File: config.mk
export PLATFORM = sky130hd
export DESIGN_NAME = loadcell_median_trigger_flat
export DESIGN_NICKNAME = d
export VERILOG_FILES = /design/src/hdl/lmt_pkg.sv /design/src/hdl/lmt_if.sv /design/src/hdl/lmt_ctrl.sv /design/src/hdl/lmt_datapath.sv /design/src/hdl/loadcell_median_trigger.sv /design/src/flat_wrapper.sv
export SDC_FILE = /design/constraint.sdc
export NUM_CORES = 1
export LEC_CHECK = 0
export ABC_AREA = 1
export ABC_CLOCK_PERIOD_IN_PS = 6600
export BUFFER_PORTS_ARGS = -buffer_cell sky130_fd_sc_hd__buf_4
export CAP_MARGIN = 40
export CORE_ASPECT_RATIO = 1.75
export CORE_UTILIZATION = 33
export DETAILED_ROUTE_END_ITERATION = 10
export GPL_ROUTABILITY_DRIVEN = 0
export SLEW_MARGIN = 20
export SYNTH_ARGS = -nofsm -noshare
export SYNTH_HDL_FRONTEND = slang
export SYNTH_SLANG_ARGS = --single-unit
File: constraint.sdc
create_clock -name i_clk -period 6.6 [get_ports i_clk]
set_input_delay 0.66 -clock i_clk [delete_from_list [all_inputs] [get_ports i_clk]]
set_output_delay 0.66 -clock i_clk [all_outputs]
set_load 0.03 [all_outputs]
File: src/hdl/lmt_pkg.sv
package lmt_pkg;

    localparam int RAW_W     = 24;
    localparam int UV_W      = 16;
    localparam int MAG_W     = 19;   // magnitude bits [23:5], low five cleared
    localparam int SCALE_W   = 32;
    localparam int PROD_W    = MAG_W + SCALE_W;
    localparam int SCALE_SH  = 35;   // 40-bit fraction less the five cleared bits
    localparam int RETRY_W   = 2;
    localparam int CFG_IDX_W = 2;
    localparam int CFG_DAT_W = 16;

    // floor(2^40 * 2.445e6 / (128 * 8388607))
    localparam logic [SCALE_W-1:0] UV_SCALE_Q40 = 32'd2503680298;

    localparam logic [RAW_W-1:0] FAIL_WORD    = 24'h7FFFFF;
    localparam logic [RAW_W-1:0] TIMEOUT_WORD = 24'hFFFFFF;

    localparam logic [4:0] MIN_ONES = 5'd3;
    localparam logic [4:0] MAX_ONES = 5'd21;

    localparam logic signed [UV_W-1:0] MIN_MEDIAN_UV = 16'sd20;

    typedef enum logic [CFG_IDX_W-1:0] {
        REG_THRESHOLD   = 2'd0,
        REG_ZERO_OFFSET = 2'd1,
        REG_HIT_LOW     = 2'd2
    } t_reg_idx;

    typedef enum logic [2:0] {
        ST_IDLE,
        ST_CHECK,
        ST_MULT,
        ST_WRITE,
        ST_SEARCH,
        ST_EVAL
    } t_state;

    typedef struct packed {
        logic load_in;
        logic check;
        logic mult;
        logic write_win;
        logic search;
        logic load_out;
    } t_cmd;

    typedef struct packed {
        logic reject;
        logic emit;
        logic rank_hit;
        logic out_free;
    } t_status;

endpackage

File: src/hdl/lmt_if.sv
interface lmt_sample_if;
    logic                       valid;
    logic                       ready;
    logic [lmt_pkg::RAW_W-1:0]  raw_bits;
    logic                       timed_out;
    logic                       resync;

    modport source (output valid, output raw_bits, output timed_out, output resync,
                    input ready);
    modport sink   (input valid, input raw_bits, input timed_out, input resync,
                    output ready);
endinterface

interface lmt_result_if;
    logic                              valid;
    logic                              ready;
    logic signed [lmt_pkg::UV_W-1:0]   median_uv;
    logic                              trigger_level;
    logic                              level_updated;

    modport source (output valid, output median_uv, output trigger_level,
                    output level_updated, input ready);
    modport sink   (input valid, input median_uv, input trigger_level,
                    input level_updated, output ready);
endinterface

interface lmt_cfg_if;
    logic                                valid;
    logic                                ready;
    logic [lmt_pkg::CFG_IDX_W-1:0]       index;
    logic [lmt_pkg::CFG_DAT_W-1:0]       data;

    modport source (output valid, output index, output data, input ready);
    modport sink   (input valid, input index, input data, output ready);
endinterface

File: src/hdl/lmt_ctrl.sv
module lmt_ctrl (
    input  logic             i_clk,
    input  logic             i_rst_n,
    input  logic             i_in_valid,
    output logic             o_in_ready,
    input  lmt_pkg::t_status i_status,
    output lmt_pkg::t_cmd    o_cmd
);

    lmt_pkg::t_state r_state;
    lmt_pkg::t_state n_state;

    always_ff @(posedge i_clk) begin
        if (!i_rst_n) begin
            r_state <= lmt_pkg::ST_IDLE;
        end else begin
            r_state <= n_state;
        end
    end

    always_comb begin
        n_state    = r_state;
        o_cmd      = '0;
        o_in_ready = 1'b0;
        unique case (r_state)
            lmt_pkg::ST_IDLE: begin
                o_in_ready = 1'b1;
                if (i_in_valid) begin
                    o_cmd.load_in = 1'b1;
                    n_state       = lmt_pkg::ST_CHECK;
                end
            end
            lmt_pkg::ST_CHECK: begin
                o_cmd.check = 1'b1;
                n_state     = i_status.reject ? lmt_pkg::ST_IDLE : lmt_pkg::ST_MULT;
            end
            lmt_pkg::ST_MULT: begin
                o_cmd.mult = 1'b1;
                n_state    = lmt_pkg::ST_WRITE;
            end
            lmt_pkg::ST_WRITE: begin
                o_cmd.write_win = 1'b1;
                n_state         = i_status.emit ? lmt_pkg::ST_SEARCH : lmt_pkg::ST_IDLE;
            end
            lmt_pkg::ST_SEARCH: begin
                o_cmd.search = 1'b1;
                if (i_status.rank_hit) begin
                    n_state = lmt_pkg::ST_EVAL;
                end
            end
            lmt_pkg::ST_EVAL: begin
                // hold here until the output register can take the transaction
                if (i_status.out_free) begin
                    o_cmd.load_out = 1'b1;
                    n_state        = lmt_pkg::ST_IDLE;
                end
            end
            default: begin
                n_state = lmt_pkg::ST_IDLE;
            end
        endcase
    end

endmodule

File: src/hdl/lmt_datapath.sv
module lmt_datapath #(
    parameter int WINDOW_SIZE = 5,
    parameter int TRY_LIMIT   = 3
) (
    input  logic                                   i_clk,
    input  logic                                   i_rst_n,
    input  lmt_pkg::t_cmd                          i_cmd,
    output lmt_pkg::t_status                       o_status,
    input  logic [lmt_pkg::RAW_W-1:0]              i_raw_bits,
    input  logic                                   i_timed_out,
    input  logic                                   i_resync,
    input  logic                                   i_cfg_we,
    input  logic [lmt_pkg::CFG_IDX_W-1:0]          i_cfg_index,
    input  logic [lmt_pkg::CFG_DAT_W-1:0]          i_cfg_data,
    input  logic                                   i_out_ready,
    output logic                                   o_out_valid,
    output logic signed [lmt_pkg::UV_W-1:0]        o_median_uv,
    output logic                                   o_trigger_level,
    output logic                                   o_level_updated
);

    localparam int SLOT_W = $clog2(WINDOW_SIZE);
    localparam int RANK_W = $clog2(WINDOW_SIZE + 1);
    localparam int MID    = WINDOW_SIZE / 2;

    // configuration
    logic [15:0]        r_threshold;
    logic signed [15:0] r_zero_offset;
    logic               r_hit_low;

    // captured attempt
    logic [lmt_pkg::RAW_W-1:0] r_raw;
    logic                      r_timed_out;

    logic [lmt_pkg::RETRY_W-1:0] r_retry;
    logic [SLOT_W-1:0]           r_slot;
    logic                        r_full;
    logic                        r_trig;

    logic [lmt_pkg::MAG_W-1:0]   r_mag;
    logic                        r_neg;
    logic [lmt_pkg::UV_W-1:0]    r_uv_mag;
    logic                        r_uv_neg;

    logic signed [lmt_pkg::UV_W-1:0] r_window [WINDOW_SIZE];
    logic [SLOT_W-1:0]               r_k;
    logic signed [lmt_pkg::UV_W-1:0] r_median;

    logic                            r_out_valid;
    logic signed [lmt_pkg::UV_W-1:0] r_out_median;
    logic                            r_out_trig;
    logic                            r_out_upd;

    // ---- popcount check and word selection
    logic [4:0]                ones;
    logic                      good;
    logic                      last_try;
    logic [lmt_pkg::RAW_W-1:0] word;
    logic [lmt_pkg::RAW_W-1:0] word_neg;

    always_comb begin
        ones     = 5'($countones(r_raw));
        good     = (ones >= lmt_pkg::MIN_ONES) && (ones <= lmt_pkg::MAX_ONES);
        last_try = ({1'b0, r_retry} + 3'd1) >= 3'(TRY_LIMIT);
        if (r_timed_out) begin
            word = lmt_pkg::TIMEOUT_WORD;
        end else if (good) begin
            word = r_raw;
        end else begin
            word = lmt_pkg::FAIL_WORD;
        end
        word_neg = ~word + 24'd1;
    end

    // ---- scaling
    logic [lmt_pkg::PROD_W-1:0] product;
    assign product = {{lmt_pkg::SCALE_W{1'b0}}, r_mag} * lmt_pkg::PROD_W'(lmt_pkg::UV_SCALE_Q40);

    logic signed [lmt_pkg::UV_W-1:0] uv_val;
    assign uv_val = r_uv_neg ? -$signed(r_uv_mag) : $signed(r_uv_mag);

    logic last_slot;
    assign last_slot = (r_slot == SLOT_W'(WINDOW_SIZE - 1));

    // ---- rank of one candidate against the whole window
    logic signed [lmt_pkg::UV_W-1:0] cand;
    logic [WINDOW_SIZE-1:0]          below;
    logic [RANK_W-1:0]               rank;
    logic                            rank_hit;

    always_comb begin
        cand = r_window[r_k];
        for (int j = 0; j < WINDOW_SIZE; j++) begin
            // ties broken by slot index so exactly one entry has each rank
            below[j] = (r_window[j] < cand) ||
                       ((r_window[j] == cand) && (SLOT_W'(j) < r_k));
        end
        rank     = RANK_W'($countones(below));
        rank_hit = (rank == RANK_W'(MID));
    end

    // ---- trigger evaluation
    logic signed [16:0] diff;
    logic [16:0]        diff_abs;
    logic               big;
    logic               triggered;
    logic               n_trig;

    always_comb begin
        big       = (r_median >= lmt_pkg::MIN_MEDIAN_UV) ||
                    (r_median <= -lmt_pkg::MIN_MEDIAN_UV);
        diff      = {r_median[15], r_median} - {r_zero_offset[15], r_zero_offset};
        diff_abs  = diff[16] ? 17'(-diff) : 17'(diff);
        triggered = diff_abs >= {1'b0, r_threshold};
        n_trig    = big ? (triggered ^ r_hit_low) : r_trig;
    end

    assign o_status.reject   = !r_timed_out && !good && !last_try;
    assign o_status.emit     = r_full || last_slot;
    assign o_status.rank_hit = rank_hit;
    assign o_status.out_free = !r_out_valid || i_out_ready;

    // ---- configuration registers
    always_ff @(posedge i_clk) begin
        if (!i_rst_n) begin
            r_threshold   <= '0;
            r_zero_offset <= '0;
            r_hit_low     <= 1'b0;
        end else if (i_cfg_we) begin
            unique case (i_cfg_index)
                lmt_pkg::REG_THRESHOLD:   r_threshold   <= i_cfg_data;
                lmt_pkg::REG_ZERO_OFFSET: r_zero_offset <= $signed(i_cfg_data);
                lmt_pkg::REG_HIT_LOW:     r_hit_low     <= i_cfg_data[0];
                default: begin
                end
            endcase
        end
    end

    // ---- control state
    always_ff @(posedge i_clk) begin
        if (!i_rst_n) begin
            r_retry     <= '0;
            r_slot      <= '0;
            r_full      <= 1'b0;
            r_trig      <= 1'b1;
            r_out_valid <= 1'b0;
        end else begin
            if (i_cmd.load_in && i_resync) begin
                r_retry <= '0;
                r_slot  <= '0;
                r_full  <= 1'b0;
            end
            if (i_cmd.check) begin
                if (o_status.reject) begin
                    r_retry <= r_retry + 2'd1;
                end else begin
                    r_retry <= '0;
                end
            end
            if (i_cmd.write_win) begin
                if (last_slot) begin
                    r_slot <= '0;
                    r_full <= 1'b1;
                end else begin
                    r_slot <= r_slot + SLOT_W'(1);
                end
            end
            if (i_cmd.load_out) begin
                r_out_valid <= 1'b1;
                r_trig      <= n_trig;
            end else if (i_out_ready) begin
                r_out_valid <= 1'b0;
            end
        end
    end

    // ---- payload
    always_ff @(posedge i_clk) begin
        if (i_cmd.load_in) begin
            r_raw       <= i_raw_bits;
            r_timed_out <= i_timed_out;
        end
        if (i_cmd.check) begin
            r_neg <= word[23];
            r_mag <= word[23] ? word_neg[23:5] : word[23:5];
        end
        if (i_cmd.mult) begin
            r_uv_mag <= product[lmt_pkg::SCALE_SH +: lmt_pkg::UV_W];
            r_uv_neg <= r_neg;
        end
        if (i_cmd.write_win) begin
            r_window[r_slot] <= uv_val;
            r_k              <= '0;
        end
        if (i_cmd.search) begin
            if (rank_hit) begin
                r_median <= cand;
            end else begin
                r_k <= r_k + SLOT_W'(1);
            end
        end
        if (i_cmd.load_out) begin
            r_out_median <= r_median;
            r_out_trig   <= n_trig;
            r_out_upd    <= big;
        end
    end

    assign o_out_valid     = r_out_valid;
    assign o_median_uv     = r_out_median;
    assign o_trigger_level = r_out_trig;
    assign o_level_updated = r_out_upd;

`ifndef SYNTHESIS
    a_slot_range: assert property (@(posedge i_clk) disable iff (!i_rst_n)
        {1'b0, r_slot} < (SLOT_W + 1)'(WINDOW_SIZE))
        else $error("write slot out of range");

    a_retry_range: assert property (@(posedge i_clk) disable iff (!i_rst_n)
        {1'b0, r_retry} < 3'(TRY_LIMIT))
        else $error("retry count reached the limit");

    a_search_ends: assert property (@(posedge i_clk) disable iff (!i_rst_n)
        (i_cmd.search && (r_k == SLOT_W'(WINDOW_SIZE - 1))) |-> rank_hit)
        else $error("rank search ran past the window");

    a_no_overwrite: assert property (@(posedge i_clk) disable iff (!i_rst_n)
        i_cmd.load_out |-> (!r_out_valid || i_out_ready))
        else $error("result loaded over a pending transaction");

    a_search_full: assert property (@(posedge i_clk) disable iff (!i_rst_n)
        i_cmd.search |-> r_full)
        else $error("median formed before the window was filled");
`endif

endmodule

File: src/hdl/loadcell_median_trigger.sv
// Load-cell median trigger. Each input transaction is one 24-bit converter read
// attempt; a read with fewer than 3 or more than 21 ones is retried, and after
// TRY_LIMIT bad reads 0x7FFFFF is used, while a timeout counts as all ones. The
// value is scaled to microvolts, written into a WINDOW_SIZE-entry ring, and once
// the ring has been filled since the last resync every value yields one result:
// the window median (the upper middle entry for even sizes) and the trigger
// level, which is re-evaluated only when |median| >= 20 uV. One attempt is
// worked at a time. A rejected read passes only the check state, a read that only
// fills the window passes check, multiply and window write, and a read that gives
// a result then also runs the rank search, testing one window entry per cycle
// against all others, and the evaluation; a result also waits while the output
// register still holds an untaken transaction. Configuration writes are taken
// at any time with ready held high and must come only while the block is idle.
module loadcell_median_trigger #(
    parameter int WINDOW_SIZE = 5,
    parameter int TRY_LIMIT   = 3
) (
    input  logic         i_clk,
    input  logic         i_rst_n,
    lmt_sample_if.sink   i_sample,
    lmt_result_if.source o_result,
    lmt_cfg_if.sink      i_cfg
);

    lmt_pkg::t_cmd    cmd;
    lmt_pkg::t_status status;
    logic             in_ready;

    assign i_sample.ready = in_ready;
    assign i_cfg.ready    = 1'b1;

    lmt_ctrl u_ctrl (
        .i_clk      (i_clk),
        .i_rst_n    (i_rst_n),
        .i_in_valid (i_sample.valid),
        .o_in_ready (in_ready),
        .i_status   (status),
        .o_cmd      (cmd)
    );

    lmt_datapath #(
        .WINDOW_SIZE (WINDOW_SIZE),
        .TRY_LIMIT   (TRY_LIMIT)
    ) u_datapath (
        .i_clk           (i_clk),
        .i_rst_n         (i_rst_n),
        .i_cmd           (cmd),
        .o_status        (status),
        .i_raw_bits      (i_sample.raw_bits),
        .i_timed_out     (i_sample.timed_out),
        .i_resync        (i_sample.resync),
        .i_cfg_we        (i_cfg.valid),
        .i_cfg_index     (i_cfg.index),
        .i_cfg_data      (i_cfg.data),
        .i_out_ready     (o_result.ready),
        .o_out_valid     (o_result.valid),
        .o_median_uv     (o_result.median_uv),
        .o_trigger_level (o_result.trigger_level),
        .o_level_updated (o_result.level_updated)
    );

endmodule
File: src/flat_wrapper.sv
// flat-port wrapper written by rule: the top's interface ports become plain ports
module loadcell_median_trigger_flat 
#(
    parameter int WINDOW_SIZE = 5,
    parameter int TRY_LIMIT   = 3
)
  (i_clk, i_rst_n, i_sample_valid, i_sample_raw_bits, i_sample_timed_out, i_sample_resync, i_sample_ready, o_result_valid, o_result_median_uv, o_result_trigger_level, o_result_level_updated, o_result_ready, i_cfg_valid, i_cfg_index, i_cfg_data, i_cfg_ready);
  lmt_sample_if i_sample_i ();
  lmt_result_if o_result_i ();
  lmt_cfg_if i_cfg_i ();
  input  logic i_clk;
  input  logic i_rst_n;
  input wire logic [$bits(i_sample_i.valid)-1:0] i_sample_valid;
  input wire logic [$bits(i_sample_i.raw_bits)-1:0] i_sample_raw_bits;
  input wire logic [$bits(i_sample_i.timed_out)-1:0] i_sample_timed_out;
  input wire logic [$bits(i_sample_i.resync)-1:0] i_sample_resync;
  output wire logic [$bits(i_sample_i.ready)-1:0] i_sample_ready;
  output wire logic [$bits(o_result_i.valid)-1:0] o_result_valid;
  output wire logic [$bits(o_result_i.median_uv)-1:0] o_result_median_uv;
  output wire logic [$bits(o_result_i.trigger_level)-1:0] o_result_trigger_level;
  output wire logic [$bits(o_result_i.level_updated)-1:0] o_result_level_updated;
  input wire logic [$bits(o_result_i.ready)-1:0] o_result_ready;
  input wire logic [$bits(i_cfg_i.valid)-1:0] i_cfg_valid;
  input wire logic [$bits(i_cfg_i.index)-1:0] i_cfg_index;
  input wire logic [$bits(i_cfg_i.data)-1:0] i_cfg_data;
  output wire logic [$bits(i_cfg_i.ready)-1:0] i_cfg_ready;
  assign i_sample_i.valid = i_sample_valid;
  assign i_sample_i.raw_bits = i_sample_raw_bits;
  assign i_sample_i.timed_out = i_sample_timed_out;
  assign i_sample_i.resync = i_sample_resync;
  assign i_sample_ready = i_sample_i.ready;
  assign o_result_valid = o_result_i.valid;
  assign o_result_median_uv = o_result_i.median_uv;
  assign o_result_trigger_level = o_result_i.trigger_level;
  assign o_result_level_updated = o_result_i.level_updated;
  assign o_result_i.ready = o_result_ready;
  assign i_cfg_i.valid = i_cfg_valid;
  assign i_cfg_i.index = i_cfg_index;
  assign i_cfg_i.data = i_cfg_data;
  assign i_cfg_ready = i_cfg_i.ready;
  loadcell_median_trigger #(.WINDOW_SIZE(WINDOW_SIZE), .TRY_LIMIT(TRY_LIMIT)) u_core (.i_clk(i_clk), .i_rst_n(i_rst_n), .i_sample(i_sample_i), .o_result(o_result_i), .i_cfg(i_cfg_i));
endmodule
* Yosys cells after proc, flatten, opt, wreduce, memory -nomap -nowiden *
Memory sizes are Yosys's and may differ from the RTL's. A register that Yosys moved wholly into a read port is not among the register bits.
Index checks and enable logic that the tools add are counted.

operators by class
  $add $sub $neg = 35
  $mul = 1
  magnitude comparators = 16
  eq/ne operators = 17
  mux-type cells = 37
  bitwise operators = 2
  reduce and logical (&&, ||, !) cells = 31

operator list
  kind                    number
  $eq 16x16->1            5
  $lt 16x16->1            5
  $mul 19x31->50 const B  1
  $mux 24                 2
  $mux 3                  10
  $add 1x1->2             14
  $add 24x1->24 const B   1
  $not 24->24             1
  $add 2x2->3             7
  $mux 18                 1
  $pmux 3 s6              1
  $ge 17x16->1            1
  $mux 1                  17
  $mux 17                 1
  $neg 17->17             1
  $sub 16x16->17          1
  $ge 16x6->1 const B     1
  $le 16x6->1 const B     1
  $mux 16                 1
  $neg 16->16             1
  $add 5x4->5             2
  $eq 3x2->1 const B      3
  $eq 3x3->1 const B      3
  $logic_and 1x1->1       9
  other kinds (26)        49

storage, ports and cells
  register bits after elaboration = 143
  memory bits (writable) = 80
  output and inout port bits = 21
  logic and storage cells = 161
  memories kept = 1

memories
  name                        words  width  rd ports  clocked after Yosys merged registers in  wr ports  line                RTL
  u_core.u_datapath.r_window  5      16     6         1                                        1         lmt_datapath.sv:45  logic signed [lmt_pkg::UV_W-1:0] r_window [WINDOW_SIZE];

* Depth between registers and ports, before layout *
Gate-level depths: netlist of the first run.

  depth after elaboration = 12
  mapped depth = 34

* By module *
Synthesis of the first run repeated with hierarchy kept, for this count alone.

unflattened totals
  cell total of the unflattened synthesis = 2650
  area, all modules = 23842.9 um^2

modules (own cells, without submodules)
  module                   times used  cells an instance  area an instance (um^2)  sequential area each (um^2)
  lmt_datapath             1           2611               23608.9                  7607.3
  lmt_ctrl                 1           37                 222.7                    60.1
  loadcell_median_trigger  1           2                  11.3                     0.0

* Least setup slack after synthesis of the first run *
Ideal clock, no wire load.

  path kind = reg2reg
  from = register u_core.u_datapath.r_raw[0] (netlist name)
  to = register u_core.u_datapath.r_mag[17] (netlist name) (data pin)
  setup time = 249 ps
  arrival = 5752 ps
  required time = 6351 ps
  setup slack = 599 ps
  cell stages (with the launch flop) = 28
  clock period less this slack = 6001 ps
  path through = edfxtp_1 -> fa_1 -> ha_1 -> inv_1 -> fa_1 -> fa_1 -> fa_1 -> fa_1 -> fa_1 -> fa_1 -> fa_1 -> nand3b_1 -> nand2_1 -> nand2_1 -> nand2_1 -> inv_1 -> nand2_4 -> nand2_4 -> nor2_8 -> nand3_2 -> inv_1 -> nand2_1 -> nor2_4 -> nand3_2 -> nand2_1 -> nand2_1 -> nand2_1 -> inv_1

on the way
  cells in the longest elaborated chain, start to end = 12
  elaborated cells on any way between the ends = 13
  classes of those cells = add/sub (6); order compare (2); mux (3); bitwise (1); reduce/logical (1)

ends and longest elaborated chain
  element                                         line                 RTL
  from (decl)                                     lmt_datapath.sv:32   logic [lmt_pkg::RAW_W-1:0] r_raw;
  from (signal assigned)                          lmt_datapath.sv:181  r_raw <= i_raw_bits;
  $add 1x1->2 (implied by the code)               lmt_datapath.sv:62   ones = 5'($countones(r_raw));
  $add 2x2->3 (implied by the code)               lmt_datapath.sv:62
  $add 5x3->5 (implied by the code)               lmt_datapath.sv:62
  $add 5x4->5 (implied by the code) (2 in a row)  lmt_datapath.sv:62
  $ge 5x2->1 or $le 5x5->1 (tied branches)        lmt_datapath.sv:63   good = (ones >= lmt_pkg::MIN_ONES) && (ones <= lmt_pkg::MAX_ONES);
  $logic_and 1x1->1                               lmt_datapath.sv:63
  $mux 24 *                                       lmt_datapath.sv:67   end else if (good) begin
  $mux 24 *                                       lmt_datapath.sv:65   if (r_timed_out) begin
  $not 24->24                                     lmt_datapath.sv:72   word_neg = ~word + 24'd1;
  $add 24x1->24                                   lmt_datapath.sv:72
  $mux 18 *                                       lmt_datapath.sv:186  r_mag <= word[23] ? word_neg[23:5] : word[23:5];
  to (signal assigned)                            lmt_datapath.sv:186
  to (decl)                                       lmt_datapath.sv:40   logic [lmt_pkg::MAG_W-1:0] r_mag;

Mark *: on every way between the ends. The rest lies on a longest branch, timed or not.
A chain may end at the register's enable or synchronous reset.

* Worst setup path after layout of the first run *
  from = register u_core.u_datapath.r_raw[0] (netlist name)
  to = register u_core.u_datapath.r_mag[11] (netlist name) (data pin)

Same word-level chain as after synthesis.

==> key figures, run 1 <==
Timing
  – Final Cycle Share: roughly 100%
  – RSZ-0062 raised after global routing: false
  – Max Clock Freq: roughly 0.16 GHz
  – Final number of setup-violating endpoints: 0
  – Slew Viols, Final: 0
  – Final Hold Vio Count: 0
  – Worst slew margin: about 44%
  – Setup TNS: 0 ps
  – Final Skew: 14.4 ps
  – Minimum clock period: between 6000 and 7000 ps
  – Slew of the pin with the lowest slew margin: between 800 and 900 ps

Placed design
  – PortBufs: between 60 and 70
  – HPWL after detailed placement: ~56 mm

Worst setup path
  – CP top delay family: adder cells
  – Critical-path maximum fanout: 8
  – Buf/Inv on CP: 3
  – CP startpoint kind: flip-flop
  – Setup CP Type: flip-flop to flip-flop
  – Worst path depth: 27
  – Worst EP required: around 6900 ps
  – Reg2reg setup slack: between 150 and 200 ps
  – Critical path data arrival time: 6760 ps
  – Slowest CP cell: fa_1
  – CP Capture Type: flip-flop
  – Crit path top cell by count: nand2_1
  – Crit-path max cell delay: approximately 550 ps
  – FF-to-FF path depth: 27

Finish
  – Area delta synth->final: 12.6%
  – Fill count: roughly 7200
  – Final nets: roughly 3300
  – Ant diodes: 0
  – Fraction of layout cells with a size suffix above 1: around 7.2%

Floorplan
  – # IOs: 70
  – Die height: about 360 um
  – Row cnt: between 100 and 150
  – Initial Utilization: 33.4%
  – Area of the core: slightly above 70000 sq um
  – Die width: between 200 and 250 um
  – Die ar.: 72900 sq um

Detailed routing
  – Vias per cell: slightly below 5
  – Final ANT Viol Nets: 0
  – WL met2: approximately 38 mm
  – Top Layer Used: met4
  – DR iter-0 viols: ~860
  – Via Count: 18000
  – Wire length after detailed routing: ~66 mm
  – DRC viols: 0
  – Met1 wire length: between 20 and 25 mm
  – TritonRoute pass-1 iters: 7
  – WL met3: 1.86 mm
  – Drt wl/cell: roughly 18 um

Yosys
  – Synth area leaders: edfxtp_1 (28%), ha_1 (17%), fa_1 (15%), inv_1 (8.3%), nand2_1 (5.8%)
  – Primary FF master, synth: edfxtp_1
  – Yosys top cell by area: edfxtp_1
  – Async SR Flop Fraction: 0%
  – Post-synth top cells: inv_1 (524), nand2_1 (369), ha_1 (331)
  – Avg Cell Area, Syn: 9.14 sq um
  – Share of the synthesized area in the top cell type: between 20 and 30%
  – Register area share after synthesis: 32.4%
  – Synthesized instance count: around 2600
  – Count of cell types in the netlist: 51
  – Yosys warnings: 0
  – Synthesized area: roughly 24000 sq um
  – Mapped Nets: roughly 3200
  – EDFF count, synth: ~220
  – Top-count cell post-synth: inv_1
  – Synth Register Bits: between 200 and 300

Global route
  – Grt total ovfl: 0
  – GR Util All Layers: ~18%
  – Global-route wire length before repair: around 100 mm
  – Number of global-route vias before repair: around 19000
  – Pin count of the biggest net entering global routing: 70
  – Initial antenna violation count: 0

CTS
  – Maximum root-to-sink buffer count: 3
  – CTS H-tree depth: 1
  – TritonCTS buffer count: 30
  – Clk root buf: clkbuf_16
  – CTS tree: done
  – Hold Buf Count CTS: 0
  – Clock sink count: 271
  – Clock transition at path regs: approximately 60 ps
  – Clock Latency Late Sink: ~580 ps

Min path
  – HP Class: primary input to flip-flop
  – Hold depth: 1

Run status
  – Status: finished, final reports clean

Flow run
  – Max-cap violation count: 0
[worst paths after layout]
check | to | start
max | u_core.u_datapath.r_mag[11] | u_core.u_datapath.r_raw[0]
min | u_core.u_datapath.r_raw[22] | i_sample_raw_bits[22]
max reg2reg | u_core.u_datapath.r_mag[11] | u_core.u_datapath.r_raw[0]
min reg2reg | u_core.u_datapath.r_threshold[0] | u_core.u_datapath.r_threshold[0]
[metal layers]
layer	global-route usage [%]	up-vias
met5	0	-
met4	13.6	0
met3	1.69	225
met2	37.3	443
met1	15.2	8557
li1	-	8747
[through the flow]
stage | instance area [sq um] | instances | utilization, % | setup slack, ps | hold slack, ps
2_1_floorplan | 23700 | 2594 | - | 599 | 400
3_3_place_gp | 25500 | 3572 | 35.9 | 265 | 440
3_5_place_dp | 25500 | 3576 | 36.0 | 146 | 445
4_1_cts | 26600 | 3632 | 37.6 | 98.6 | 223
5_1_grt | 26700 | 3635 | 37.6 | 13.1 | 224
6_report | 26700 | 3635 | 37.6 | 175 | 258
[layout make-up]
cell class / instances / area, sq um / area share [%]
multi-input combinational: 1762 / 14000 / 52.3
sequential: 271 / 7670 / 28.7
inverter: 525 / 1970 / 7.39
tap: 917 / 1150 / 4.30
clock buffer: 37 / 860 / 3.22
timing repair buffer: 104 / 806 / 3.02
clock inverter: 19 / 263 / 0.985
[timing repair]
item,CTS,global route
setup buffers,0,3
resized for setup,0,4
endpoints found under the setup margin,0,8
[flip-flops by register name, summed over array words and instances (netlist names), 2 cells and up]
register	cells
u_core.u_datapath.r_window	128
u_core.u_datapath.o_median_uv	16
u_core.u_datapath.r_retry	2
u_core.u_datapath.r_zero_offset	16
u_core.u_datapath.r_slot	3
u_core.u_datapath.r_raw	24
u_core.u_datapath.r_uv_mag	16
u_core.u_ctrl.r_state	3
u_core.u_datapath.r_median	16
u_core.u_datapath.r_mag	19
u_core.u_datapath.r_k	3
u_core.u_datapath.r_threshold	16
[worst reg2reg max path, delay by kind of cell (launching register included)]
| kind | cells | cell delay (ps) |
|---|---|---|
| and+or+nand+nor | 15 | 1630 |
| buffers and inverters | 3 | 160 |
| adders and majority gates | 9 | 3990 |
| DFF | 1 | 410 |
[cell families (layout without fill, tap and decap cells)]
logic type,Yosys count,count (layout),synth area share (%)
muxes,1,1,0.0422
buffers and inverters,561,685,8.91
and+or+nand+nor,788,788,14.3
adders and majority gates,512,512,32.8
other,1,1,0.0158
DFF,271,271,32.4
xor gates and xnor gates,55,55,2.03
AOI/OAI and AO/OA,405,405,9.55
[cell usage in the layout (no fill, tap or decap), types with 7 or more instances in the layout]
cell	Yosys	final
nor2_1	222	219
xnor2_1	14	14
a21o_1	8	8
clkinv_2	0	7
nor3_1	19	17
xor2_1	41	41
nand3_1	90	90
nand3b_1	9	9
clkbuf_16	0	32
o21bai_1	8	8
nand4_1	29	29
ha_1	331	331
fa_1	181	180
a21oi_1	142	142
o21a_1	20	20
o22ai_1	15	15
o211ai_1	11	11
dfxtp_1	47	46
inv_1	524	524
edfxtp_1	224	224
nand2_1	369	369
nor2_2	7	8
o21ai_0	163	163
nor4_1	14	13
buf_4	1	99
a31oi_1	16	16
Power of run 1 is not shown: default switching activity piles up to over one toggle a cycle in this logic, so the estimate is an artifact.
==> run 2: changes to the inputs <==
--- a/config.mk
+++ b/config.mk
@@ -5,12 +5,13 @@
 export SDC_FILE = /design/constraint.sdc
 export NUM_CORES = 1
 export LEC_CHECK = 0
-export ABC_AREA = 1
+export ABC_AREA = 0
 export ABC_CLOCK_PERIOD_IN_PS = 6600
 export BUFFER_PORTS_ARGS = -buffer_cell sky130_fd_sc_hd__buf_4
 export CAP_MARGIN = 40
 export CORE_ASPECT_RATIO = 1.75
 export CORE_UTILIZATION = 33
+export CTS_CLUSTER_DIAMETER = 30
 export DETAILED_ROUTE_END_ITERATION = 10
 export GPL_ROUTABILITY_DRIVEN = 0
 export SLEW_MARGIN = 20
==> key figures, run 2 <==
Floorplan
  – Row cnt: 126 (-2.3%)
  – Initial Utilization: 33.5% (+0.079 points)
  – Area of the core: 67600 sq um (-4.6%)
  – Die height: 349 um (-2.2%)
  – Die ar.: 69800 sq um (-4.3%)
  – Die width: 200 um (-2.2%)
  – # IOs: 70 (unchanged)

Finish
  – Biggest register: u_core.u_datapath.r_window
  – Fraction of layout cells with a size suffix above 1: 12.8% (+5.7 points)
  – Ant diodes: 0 (unchanged)
  – Area delta synth->final: 18.0%
  – Max reg flops: 128 (unchanged)
  – Flip-flop and latch area: 7670 sq um (unchanged)
  – Fill count: 6484 (-9.5%)
  – Commonest non-fill, non-tap cells in the layout: inv_1 (357), ha_1 (331), edfxtp_1 (224)
  – Final nets: 2733 (-16%)
  – Final core occ: 39.6% (+1.9 points)
  – Top flop regs: u_core.u_datapath.r_window: 128 flops, u_core.u_datapath.r_raw: 24 flops, u_core.u_datapath.r_mag: 19 flops
  – Multi-input logic area: 13600 sq um (-2.8%)
  – Commonest non-fill, non-tap cell in the layout: inv_1

CTS
  – TritonCTS buffer count: 58 (+93%)
  – Clock sink count: 271 (unchanged)
  – Maximum root-to-sink buffer count: 3 (unchanged)
  – Post-CTS Setup Bufs: 0 (unchanged)
  – CTS H-tree depth: 2 (+1)
  – Clk root buf: clkbuf_16
  – Clock transition at path regs: 50 ps (about the same)
  – Clock Latency Late Sink: 610 ps (+30 ps)
  – CTS tree: done

Yosys
  – Post-Synth Simple-Gate Area: 8.95% (-5.4 points)
  – Register area share after synthesis: 33.8% (+1.5 points)
  – Yosys top cell by area: edfxtp_1
  – Count of cell types in the netlist: 75 (+47%)
  – Async SR Flop Fraction: 0% (unchanged)
  – Yosys warnings: 0 (unchanged)
  – Avg Cell Area, Syn: 11.1 sq um (+22%)
  – Largest family of logic cells by synthesized area: adder cells
  – Primary FF master, synth: edfxtp_1
  – Share of the synthesized area in the top cell type: 29.7% (+1.3 points)
  – Synth Register Bits: 271 (unchanged)
  – Post-synth top cells: inv_1 (357), ha_1 (331), edfxtp_1 (224)
  – Synth area leaders: edfxtp_1 (30%), ha_1 (18%), fa_1 (16%), inv_1 (5.9%), dfxtp_1 (4.1%)
  – Synthesized instance count: 2036 (-22%)
  – Adder-cell area share of the yosys netlist: 34.2% (+1.5 points)
  – EDFF count, synth: 224 (unchanged)
  – Mapped Nets: 2597 (-18%)
  – Top-count cell post-synth: inv_1
  – Post-synthesis compound-gate area fraction: 9.78% (+0.24 points)
  – XOR/XNOR Fraction of Synth Area: 2.40% (+0.36 points)
  – Post-synthesis mux area share: 4.18% (+4.1 points)
  – Synthesized area: 22700 sq um (-4.3%)

Worst setup path
  – CP top delay family: adder cells
  – Critical-path maximum fanout: 6 (-2)
  – Crit-path max cell delay: 660 ps (+110 ps)
  – Critical path data arrival time: 6600 ps (-160 ps)
  – Worst EP required: 6930 ps (about the same)
  – Buf/Inv on CP: 2 (-1)
  – Reg2reg setup slack: 330 ps (+150 ps)
  – Slowest CP cell: edfxtp_1
  – Crit path top cell by count: fa_1
  – CP Cell Sequence: inv_1, ha_1, inv_1, fa_1, ha_1, fa_1, fa_1, fa_1, ha_1, nand3_1, nor3_1, o2111ai_1, a21oi_1, o211ai_1, a21oi_1, nor4_1, nand4b_1
  – Setup CP Type: flip-flop to flip-flop
  – CP startpoint kind: flip-flop
  – CP Capture Type: flip-flop

Timing
  – Minimum clock period: 6270 ps (-153 ps)
  – Max Clock Freq: 0.159 GHz (+2.4%)
  – Worst slew margin: 45.6% (+1.4 points)
  – RSZ-0062 raised after global routing: false
  – Final Cycle Share: 95.0% (-2.3 points)
  – Slew of the pin with the lowest slew margin: 810 ps (-19.8 ps)
  – Setup TNS: 0 ps (unchanged)
  – Final setup margin: 328 ps (+153 ps)
  – Final number of setup-violating endpoints: 0 (unchanged)
  – Final Hold Vio Count: 0 (unchanged)
  – Slew Viols, Final: 0 (unchanged)
  – Final Skew: 26.4 ps (+12.0 ps)
  – Hold slack final: 226 ps (-31.8 ps)

Detailed routing
  – TritonRoute pass-1 iters: 4 (-3)
  – Drt wl/cell: 19.0 um (+5.1%)
  – Wire length after detailed routing: 59.2 mm (-9.8%)
  – Vias per cell: 5.02 (+1.5%)
  – Via Count: 15700 (-13%)
  – DRC viols: 0 (unchanged)
  – Final ANT Viol Nets: 0 (unchanged)
  – DR iter-0 viols: 623 (-28%)

Global route
  – Pin count of the biggest net entering global routing: 47 (-33%)
  – Initial antenna violation count: 0 (unchanged)
  – Number of global-route vias before repair: 17600 (-6.7%)
  – Global-route wire length before repair: 92.7 mm (-7.3%)
  – GR Util All Layers: 17.4% (-0.67 points)
  – Grt total ovfl: 0 (unchanged)

Placed design
  – Pre-CTS WS: 333 ps (+187 ps)
  – PortBufs: 68 (unchanged)
  – HPWL after detailed placement: 49.7 mm (-11%)

Run status
  – Status: finished, final reports clean

Min path
  – HP Class: primary input to flip-flop

Flow run
  – Max-cap violation count: 0 (unchanged)
==> run 2: changes by cell type after synthesis, moves of 25 or more <==
| cell | delta |
|---|---|
| a21o_1 | +25 |
| inv_1 | -167 |
| nand3_1 | -57 |
| xnor2_1 | +33 |
| a21oi_1 | -50 |
| o21ai_0 | -97 |
| nor2_1 | -164 |
| a21boi_0 | +36 |
| xor2_1 | -26 |
| nand2_1 | -239 |
| mux4_2 | +32 |
==> run 2: what timing repair did <==
item,in CTS,in global routing
setup endpoints to repair,0,1
hold buffers,0,0
gates resized for setup,0,1
==> run 2: final timing paths <==
kind / cells past startpoint / startpoint / endpoint
worst max-delay path: 17 / u_core.u_datapath.r_mag[8] / u_core.u_datapath.r_uv_mag[15]
worst min-delay path: 1 / i_sample_raw_bits[18] / u_core.u_datapath.r_raw[18]
worst max register to register: 17 / u_core.u_datapath.r_mag[8] / u_core.u_datapath.r_uv_mag[15]
worst min register to register: 2 / u_core.u_datapath.r_threshold[6] / u_core.u_datapath.r_threshold[6]
==> run 2: kinds of logic (layout without fill, tap and decap cells) <==
group	count (synthesis)	count (layout)
AOI/OAI and AO/OA	342	342
adders and majority gates	512	512
other	1	1
xor gates and xnor gates	62	62
and+or+nand+nor	397	397
muxes	54	54
DFF	271	271
buffers and inverters	397	583
==> run 2: layout make-up <==
type                    instances  area share [%]
inverters                     357            5.01
well taps                     896            4.19
clock inverters                51            2.53
flip-flops and latches        271            28.7
repair buffers                116            3.43
multi-input cells            1368            50.7
clock buffers                  59            5.44
==> run 2: metal layers <==
metal | part of all wire, % | GRT usage, % | wire length (um) | vias to the layer above
met5 | 0 | 0 | 0 | -
met4 | 9.7 | 15.9 | 5760 | 0
met3 | 2.8 | 2.29 | 1650 | 184
met2 | 56 | 35.1 | 33400 | 347
met1 | 31 | 14.2 | 18400 | 7702
li1 | - | - | - | 7420
==> run 2: stage by stage <==
stage          cell area [sq um]  cells
6_report                   26800   3118
5_1_grt                    26800   3118
4_1_cts                    26700   3116
3_5_place_dp               24600   3006
3_3_place_gp               24500   2999
2_1_floorplan              22700   2036
==> run 2: worst register-to-register path, cell delays in order (launching register included) <==
cell and delay (ps):
edfxtp_1 660, inv_1 190, ha_1 310, inv_1 90
fa_1 490, ha_1 320, fa_1 470, fa_1 530
fa_1 500, ha_1 370, nand3_1 150, nor3_1 520
o2111ai_1 200, a21oi_1 330, o211ai_1 260, a21oi_1 320
nor4_1 100, nand4b_1 190
Power of run 2 is left out for the same reason.
==> run 3: changes to the inputs <==
--- a/config.mk
+++ b/config.mk
@@ -14,6 +14,7 @@
 export CTS_CLUSTER_DIAMETER = 30
 export DETAILED_ROUTE_END_ITERATION = 10
 export GPL_ROUTABILITY_DRIVEN = 0
+export SETUP_SLACK_MARGIN = 0.2
 export SLEW_MARGIN = 20
 export SYNTH_ARGS = -nofsm -noshare
 export SYNTH_HDL_FRONTEND = slang
==> constraint.sdc (replaced) <==
create_clock -name i_clk -period 6.6 [get_ports i_clk]
set_input_delay 0.66 -clock i_clk [delete_from_list [all_inputs] [get_ports i_clk]]
set_output_delay 0.66 -clock i_clk [all_outputs]
set_load 0.05 [all_outputs]
==> key figures, run 3 (synthesis gave the netlist of run 2 again) <==
Detailed routing
  – DRC viols: 0 (unchanged)
  – Wire length after detailed routing: 59.8 mm (+0.97%)
  – Vias per cell: 5.02 (about the same)
  – Final ANT Viol Nets: 0 (unchanged)
  – DR iter-0 viols: 661 (+6.1%)
  – TritonRoute pass-1 iters: 6 (+2)
  – Via Count: 15600 (-0.33%)
  – Drt wl/cell: 19.2 um (+1.3%)

CTS
  – Clock sink count: 271 (unchanged)
  – Hold Buf Count CTS: 0 (unchanged)
  – Clk root buf: clkbuf_16
  – CTS H-tree depth: 2 (unchanged)
  – TritonCTS buffer count: 54 (-6.9%)
  – Clock Latency Late Sink: 620 ps (about the same)
  – Clock transition at path regs: 50 ps (about the same)
  – CTS tree: done
  – Maximum root-to-sink buffer count: 3 (unchanged)

Worst setup path
  – Critical-path maximum fanout: 18 (+12)
  – Reg2reg setup slack: 410 ps (+80 ps)
  – Setup CP Type: flip-flop to flip-flop
  – R2R Path End: u_core.u_datapath.r_retry[1]
  – CP Capture Type: flip-flop
  – Worst Setup SP: u_core.u_datapath.r_raw[0]
  – End of the critical path: u_core.u_datapath.r_retry[1]
  – Worst R2R Start: u_core.u_datapath.r_raw[0]
  – Worst EP required: 7140 ps (+210 ps)
  – CP startpoint kind: flip-flop
  – FF-to-FF path depth: 18 (+1)
  – Critical path data arrival time: 6730 ps (+130 ps)

Floorplan
  – Area of the core: 67600 sq um (unchanged)
  – Die ar.: 69800 sq um (unchanged)
  – Die width: 200 um (unchanged)
  – # IOs: 70 (unchanged)
  – Die height: 349 um (unchanged)
  – Initial Utilization: 33.5% (unchanged)
  – Row cnt: 126 (unchanged)

Timing
  – Slew Viols, Final: 0 (unchanged)
  – Minimum clock period: 6190 ps (-78.7 ps)
  – Final Hold Vio Count: 0 (unchanged)
  – Max Clock Freq: 0.161 GHz (+1.3%)
  – Worst slew margin: 45.2% (-0.41 points)
  – Slew of the pin with the lowest slew margin: 816 ps (+6.18 ps)
  – RSZ-0062 raised after global routing: true
  – Setup TNS: 0 ps (unchanged)
  – Final Cycle Share: 93.8% (-1.2 points)
  – Final number of setup-violating endpoints: 0 (unchanged)
  – Final Skew: 35.0 ps (+8.68 ps)

Finish
  – Biggest register: u_core.u_datapath.r_window
  – Commonest non-fill, non-tap cell in the layout: inv_1
  – Top flop regs: u_core.u_datapath.r_window: 128 flops, u_core.u_datapath.r_raw: 24 flops, u_core.u_datapath.r_mag: 19 flops
  – Final Non-Filler Cells: 3108 (-0.32%)
  – Final nets: 2727 (-0.22%)
  – Commonest non-fill, non-tap cells in the layout: inv_1 (357), ha_1 (331), edfxtp_1 (224)
  – Ant diodes: 0 (unchanged)
  – Fraction of layout cells with a size suffix above 1: 12.7% (-0.12 points)
  – Area delta synth->final: 16.8%
  – Max reg flops: 128 (unchanged)

Placed design
  – HPWL after detailed placement: 49.7 mm (about the same)
  – PortBufs: 68 (unchanged)
  – Post-Place Cells: 3003 (-0.10%)

Min path
  – Hold depth: 1 (unchanged)
  – HP Class: primary input to flip-flop

Run status
  – Status: finished, final reports clean

Global route
  – Grt total ovfl: 0 (unchanged)
  – Initial antenna violation count: 0 (unchanged)
  – Pin count of the biggest net entering global routing: 47 (unchanged)
  – Global-route wire length before repair: 92.2 mm (-0.58%)
  – GR Util All Layers: 17.3% (-0.087 points)
  – Number of global-route vias before repair: 17000 (-3.4%)

Flow run
  – Max-cap violation count: 0 (unchanged)
run 3: cell count changes in the layout (fill, tap and decap cells not counted), sizes merged:
cell      previous run  this run
buf                114       113
clkinvlp            11         6
clkbuf              61        59
inv                372       373
bufinv              11         4
clkinv              14        18
run 3: timing repair:
item / CTS / global route
resized for setup: 0 / 9
buffers inserted: 0 / 2
endpoints found under the setup margin: 0 / 13
run 3: critical path, stage by stage (launching register included):
cell and delay (ps):
edfxtp_1 420, fa_1 490, ha_1 290, inv_1 50, fa_1 450, fa_1 530, fa_1 440, fa_1 540
fa_1 430, fa_2 360, fa_1 400, o21ai_1 140, a21oi_1 90, xor2_1 180, mux2i_2 210, buf_4 230
or4_1 460, o31ai_1 240, and2_1 180
run 3: routing by layer:
| metal | GRT usage (%) | share of wire, % |
|---|---|---|
| met1 | 14.7 | 32 |
| met4 | 13.5 | 8.4 |
| met3 | 2.21 | 2.6 |
| met5 | 0 | 0 |
| met2 | 35.3 | 57 |
run 3: how the worst min path moves through the flow:
stage                                          start  slack, ps                          endpoint
detailed placement           u_core.u_datapath.r_neg        440        u_core.u_datapath.r_uv_neg
finish                         i_sample_raw_bits[16]        230       u_core.u_datapath.r_raw[16]
CTS                            i_sample_raw_bits[16]        200       u_core.u_datapath.r_raw[16]
global route                   i_sample_raw_bits[14]        210       u_core.u_datapath.r_raw[14]
global placement    u_core.u_datapath.r_threshold[5]        450  u_core.u_datapath.r_threshold[5]
floorplan                    u_core.u_datapath.r_neg        400        u_core.u_datapath.r_uv_neg
run 3: final cells by class:
class                      instances  area (sq um)
clock buffer                      58          1400
clock inverter                    44           463
inverter                         357          1340
multi-input combinational       1368         13600
sequential                       271          7670
fill                            6422         41100
tap                              896          1120
timing repair buffer             114           908
run 3: metrics by stage:
stage | area [sq um] | utilization (%) | hold slack [ps] | setup WS, ps
after floorplan | 22700 | - | 400 | 577
after global routing | 26500 | 39.2 | 209 | 150
after global placement | 24500 | 36.2 | 455 | 309
final | 26500 | 39.2 | 231 | 407
after CTS | 26500 | 39.1 | 203 | 245
after detailed placement | 24600 | 36.4 | 444 | 275
Power of run 3 is left out for the same reason.
